==> config.mk <==
export PLATFORM = sky130hd
export DESIGN_NAME = mpq_cell
export DESIGN_NICKNAME = d
export VERILOG_FILES = /design/src/hw/rtl/mpq_pkg.sv /design/src/hw/rtl/mpq_cell.sv
export SDC_FILE = /design/constraint.sdc
export NUM_CORES = 1
export LEC_CHECK = 0
export BUFFER_PORTS_ARGS = -buffer_cell sky130_fd_sc_hd__buf_2
export CORE_MARGIN = 5
export CORE_UTILIZATION = 45
export CTS_BUF_LIST = sky130_fd_sc_hd__clkbuf_16
export CTS_CLUSTER_SIZE = 40
export DETAILED_ROUTE_END_ITERATION = 12
export PLACE_DENSITY = 0.81
export SLEW_MARGIN = 20
export SYNTH_ARGS = -nofsm -noshare
export SYNTH_HDL_FRONTEND = slang
export SYNTH_SLANG_ARGS = --single-unit
==> constraint.sdc <==
create_clock -name clk -period 12.4 [get_ports clk]
set_clock_uncertainty 0.15 [all_clocks]
set_input_delay 1.86 -clock clk [delete_from_list [all_inputs] [get_ports clk]]
set_output_delay 1.86 -clock clk [all_outputs]
set_load 0.05 [all_outputs]
==> src/hw/rtl/mpq_pkg.sv <==
`timescale 1ns / 1ps
// ----------------------------------------------------------------------------
// mpq_pkg: shared types and constants of the min priority queue
// beat structs, status and command codes, cell control group
// ----------------------------------------------------------------------------
package mpq_pkg;

  localparam int CAPACITY = 64;
  localparam int CNT_W    = $clog2(CAPACITY + 1);
  localparam int KEY_W    = 32;

  localparam logic CMD_INSERT  = 1'b0;
  localparam logic CMD_EXTRACT = 1'b1;

  typedef enum logic [1:0] {
    ST_INSERTED  = 2'd0,
    ST_EXTRACTED = 2'd1,
    ST_EMPTY     = 2'd2,
    ST_FULL      = 2'd3
  } status_t;

  typedef struct packed {
    logic                    cmd;
    logic signed [KEY_W-1:0] key;
  } in_beat_t;

  typedef struct packed {
    status_t                 status;
    logic signed [KEY_W-1:0] min_key;
  } out_beat_t;

  // per-cell control; ins and ext are broadcast to every cell of the chain
  typedef struct packed {
    logic ins;   // insert this cycle
    logic ext;   // extract this cycle
    logic occ;   // cell holds a key
    logic tail;  // cell is the first free slot
  } cell_ctrl_t;

endpackage

==> src/hw/rtl/mpq_cell.sv <==
`timescale 1ns / 1ps
// ----------------------------------------------------------------------------
// mpq_cell: one slot of the sorted key chain
// compares its key with the incoming key and shifts with its neighbors
// ----------------------------------------------------------------------------
module mpq_cell
  import mpq_pkg::*;
(
  input  logic                    clk,
  input  cell_ctrl_t              ctrl,
  input  logic signed [KEY_W-1:0] new_key,
  input  logic signed [KEY_W-1:0] left_key,
  input  logic                    left_gt,
  input  logic signed [KEY_W-1:0] right_key,
  output logic signed [KEY_W-1:0] key_o,
  output logic                    gt_o
);

  logic signed [KEY_W-1:0] key_r;
  logic signed [KEY_W-1:0] key_nxt;

  // equal keys stay ahead of the new one
  assign gt_o  = ctrl.occ && (key_r > new_key);
  assign key_o = key_r;

  always_comb begin
    key_nxt = key_r;
    if (ctrl.ins) begin
      if (left_gt) begin
        key_nxt = left_key;
      end else if (gt_o || ctrl.tail) begin
        key_nxt = new_key;
      end
    end else if (ctrl.ext) begin
      key_nxt = right_key;
    end
  end

  always_ff @(posedge clk) begin
    key_r <= key_nxt;
  end

endmodule
==> results.sh <==
export IMPL_status="finished, final reports clean"
export IMPL_synth_edf_count=32
export IMPL_synth_compound_area_share_pct=13.38
export IMPL_max_freq_ghz=0.1665
export IMPL_syn_area_um2=2450
export IMPL_ant_nets=0
export IMPL_maxCapViolations=0
export IMPL_cts_sinks=32
export IMPL_wl_mm=6.531
export IMPL_fin_area_um2=3339
export IMPL_switching_share_pct=34.03
export IMPL_synth_cell_type_count=27
export IMPL_numCtsBuffers=5
export IMPL_synth_mux_area_share_pct=13.07
export IMPL_pwr_share_comb_pct=34.2
export IMPL_p_switching_mw=0.1286
export IMPL_core_area_um2=5205
export IMPL_hold_depth=5
export IMPL_die_y_um=83.79
export IMPL_netlist_instances=261
export IMPL_synth_flop_cell="edfxtp_1"
export IMPL_cp_max_fo=3
export IMPL_ys_ff_latch=32
export IMPL_grtUsageTotal_pct=18.43
export IMPL_critPathMaxStageDelay_ns=0.41
export IMPL_slew_viol_final=0
export IMPL_p_leak_nw=1.732
export IMPL_dieArea_um2=7020
export IMPL_path_cells="buf_2 -> inv_1 -> ha_1 -> a21oi_1 -> o21ai_0 -> a221o_1 -> o31a_1 -> or3_1 -> nand2_1 -> buf_2"
export IMPL_drtIter0Drc=45
export IMPL_die_x_um=83.79
export IMPL_r2r_cells=8
export IMPL_seq_power_share_pct=36.8
export IMPL_dr_total_vias=2328
export IMPL_holdBufCountCts=0
export IMPL_final_util_pct=64.16
export IMPL_end_kind="primary output"
export IMPL_hold_path_class="reg2reg"
export IMPL_yosys_warnings=0
export IMPL_diodes=0
export IMPL_synth_fa_ha_area_share_pct=16.34
export IMPL_synth_simple_area_share_pct=10.98
export IMPL_cts_root_buf="clkbuf_16"
export IMPL_slowest_stage="or3_1"
export IMPL_startpoint_type="primary input"
export IMPL_powerDensity_nw_per_um2=113.2
export IMPL_antenna_found_initial=0
export IMPL_synth_top_family_by_area="adder cells"
export IMPL_yosys_top_cells_area="edfxtp_1 39%, ha_1 16%, mux2i_1 13%"
export IMPL_first_pass_iters=4
export IMPL_tightest_slew_ns=0.9755
export IMPL_rsz0062_at_grt="false"
export IMPL_rows=26
export IMPL_wl_per_cell_um=14.17
export IMPL_yosysSeqAreaShare_pct=39.22
export IMPL_via_per_inst=5.050
export IMPL_cpMostUsedCell="buf_2"
export IMPL_finalWorstPathRequiredPeriod_ns=6.004
export IMPL_start_util_pct=47.07
export IMPL_io_pins=135
export IMPL_setup_tns_ns=0
export IMPL_cts_setup_buffers=0
export IMPL_layout_setup_ws_ns=6.396
export IMPL_vdd_drop_max_v=0.00007260
export IMPL_async_reset_ff_share_pct=0
export IMPL_io_buffers=134
export IMPL_syn_avg_cell_area_um2=9.386
export IMPL_clkPwrFrac_pct=29.0
export IMPL_yosys_area_top_type="edfxtp_1"
export IMPL_dp_hpwl_mm=5.322
export IMPL_gp_congestion=0.8523
export IMPL_cp_arrival_ns=3.99
export IMPL_nets=527
export IMPL_dpl_cell_area_um2=3187
export IMPL_p_int_mw=0.2493
export IMPL_syn_to_final_growth_pct=36.31
export IMPL_grt_pass1_wl_mm=10.63
export IMPL_slew_headroom_pct=34.96
export IMPL_hold_viol=0
export IMPL_route_detailed_drc=0
export IMPL_grt_overflow_total=0
export IMPL_post_route_period_util_pct=48.42
export IMPL_power_mw=0.3779
export IMPL_clk_transition_reported_paths_ns=0.05
export IMPL_path_class="in2out"
export IMPL_grt_max_degree=67
export IMPL_required_ns=10.39
export IMPL_post_cts_resized=0
export IMPL_clockBufferDepth=2
export IMPL_synth_xor_xnor_area_share_pct=0
export IMPL_cts_htree_levels=2
export IMPL_cts_tree="done"
export IMPL_largest_reg_flops=32
export IMPL_dp_slack_ns=6.411
export IMPL_grt_pass1_vias=2480
export IMPL_final_layout_size_suffix_gt1_share_pct=36.57
export IMPL_setup_viol_count_final=0
export IMPL_syn_nets=395
export IMPL_yosysTopAreaCellShare_pct=39.22
export IMPL_insertion_delay_ns=0.27
[path summary, 6_finish.rpt]
path / start / end / slack, ns
setup / recovery: new_key[7] / gt_o / 6.40
hold / removal: key_o[31]$_DFFE_PP_ / key_o[21]$_DFFE_PP_ / 1.09
setup reg to reg: key_o[7]$_DFFE_PP_ / key_o[3]$_DFFE_PP_ / 9.09
hold reg to reg: key_o[31]$_DFFE_PP_ / key_o[21]$_DFFE_PP_ / 1.09
[logic make-up after synthesis]
kind of cell,count (synthesis)
adder cells (fa/ha/maj),32
flip-flops,32
AND/OR/NAND/NOR,61
multiplexers,32
buffers and inverters,45
AO/OA/AOI/OAI,59
[critical path, delay by kind of cell]
family | cells | cell delay, ns
AND/OR/NAND/NOR | 2 | 0.50
AO/OA/AOI/OAI | 4 | 0.91
buffers and inverters | 3 | 0.40
adder cells (fa/ha/maj) | 1 | 0.32
[cell usage in the layout, fill, tap and decap left out, drive strengths merged]
cell	count
nor3b	1
a21oi	46
nand4	8
a21o	1
ha	32
mux2i	32
a2bb2oi	1
nor4	1
o21ai	3
o21a	1
nor2b	1
o211ai	2
or3	1
edfxtp	32
buf	136
inv	34
nor2	37
a2111oi	1
a31oi	2
o31a	1
clkbuf	5
nand3b	1
nand2	7
nand3	4
a221o	1
[cell type report]
type,count,area (um^2)
multi-input cells,184,1333
inverters,34,127.6
flip-flops and latches,32,960.9
well taps,70,87.58
repair buffers,136,705.7
fillers,463,1866
clock buffers,5,125.1
[cells in the mapped netlist, types with 2 or more instances]
cell type,n
a21oi_1,45
nor2_1,37
inv_1,34
edfxtp_1,32
ha_1,32
mux2i_1,32
nand4_1,8
clkbuf_1,7
nand2_1,7
nand3_1,4
o21ai_0,3
a31oi_1,2
buf_1,2
buf_2,2
o211ai_1,2
[metrics by stage]
step | std cells | hold slack (ns)
CTS | 460 | 1.302
detailed placement | 455 | 1.299
global placement | 455 | 1.257
floorplan | 261 | 1.922
global route | 461 | 1.179
finish | 461 | 1.095
[per-layer routing]
metal | part of all wire [%] | track usage [%] | vias to the layer above
met1 | 39 | 19.29 | 1028
met4 | 1.3 | 4.386 | 0
li1 | - | - | 1200
met3 | 9.8 | 6.910 | 8
met5 | 0 | 0 | -
met2 | 50 | 34.56 | 92
[power by group through the flow]
stage          clock network (mW)  registers (mW)  logic, mW
2_1_floorplan                   0           0.179     0.0491
3_3_place_gp                    0           0.141      0.125
3_5_place_dp                    0           0.142      0.128
4_1_cts                     0.113           0.140      0.129
5_1_grt                     0.118           0.140      0.142
6_report                    0.110           0.139      0.129
(Power assumes the default switching activity.)
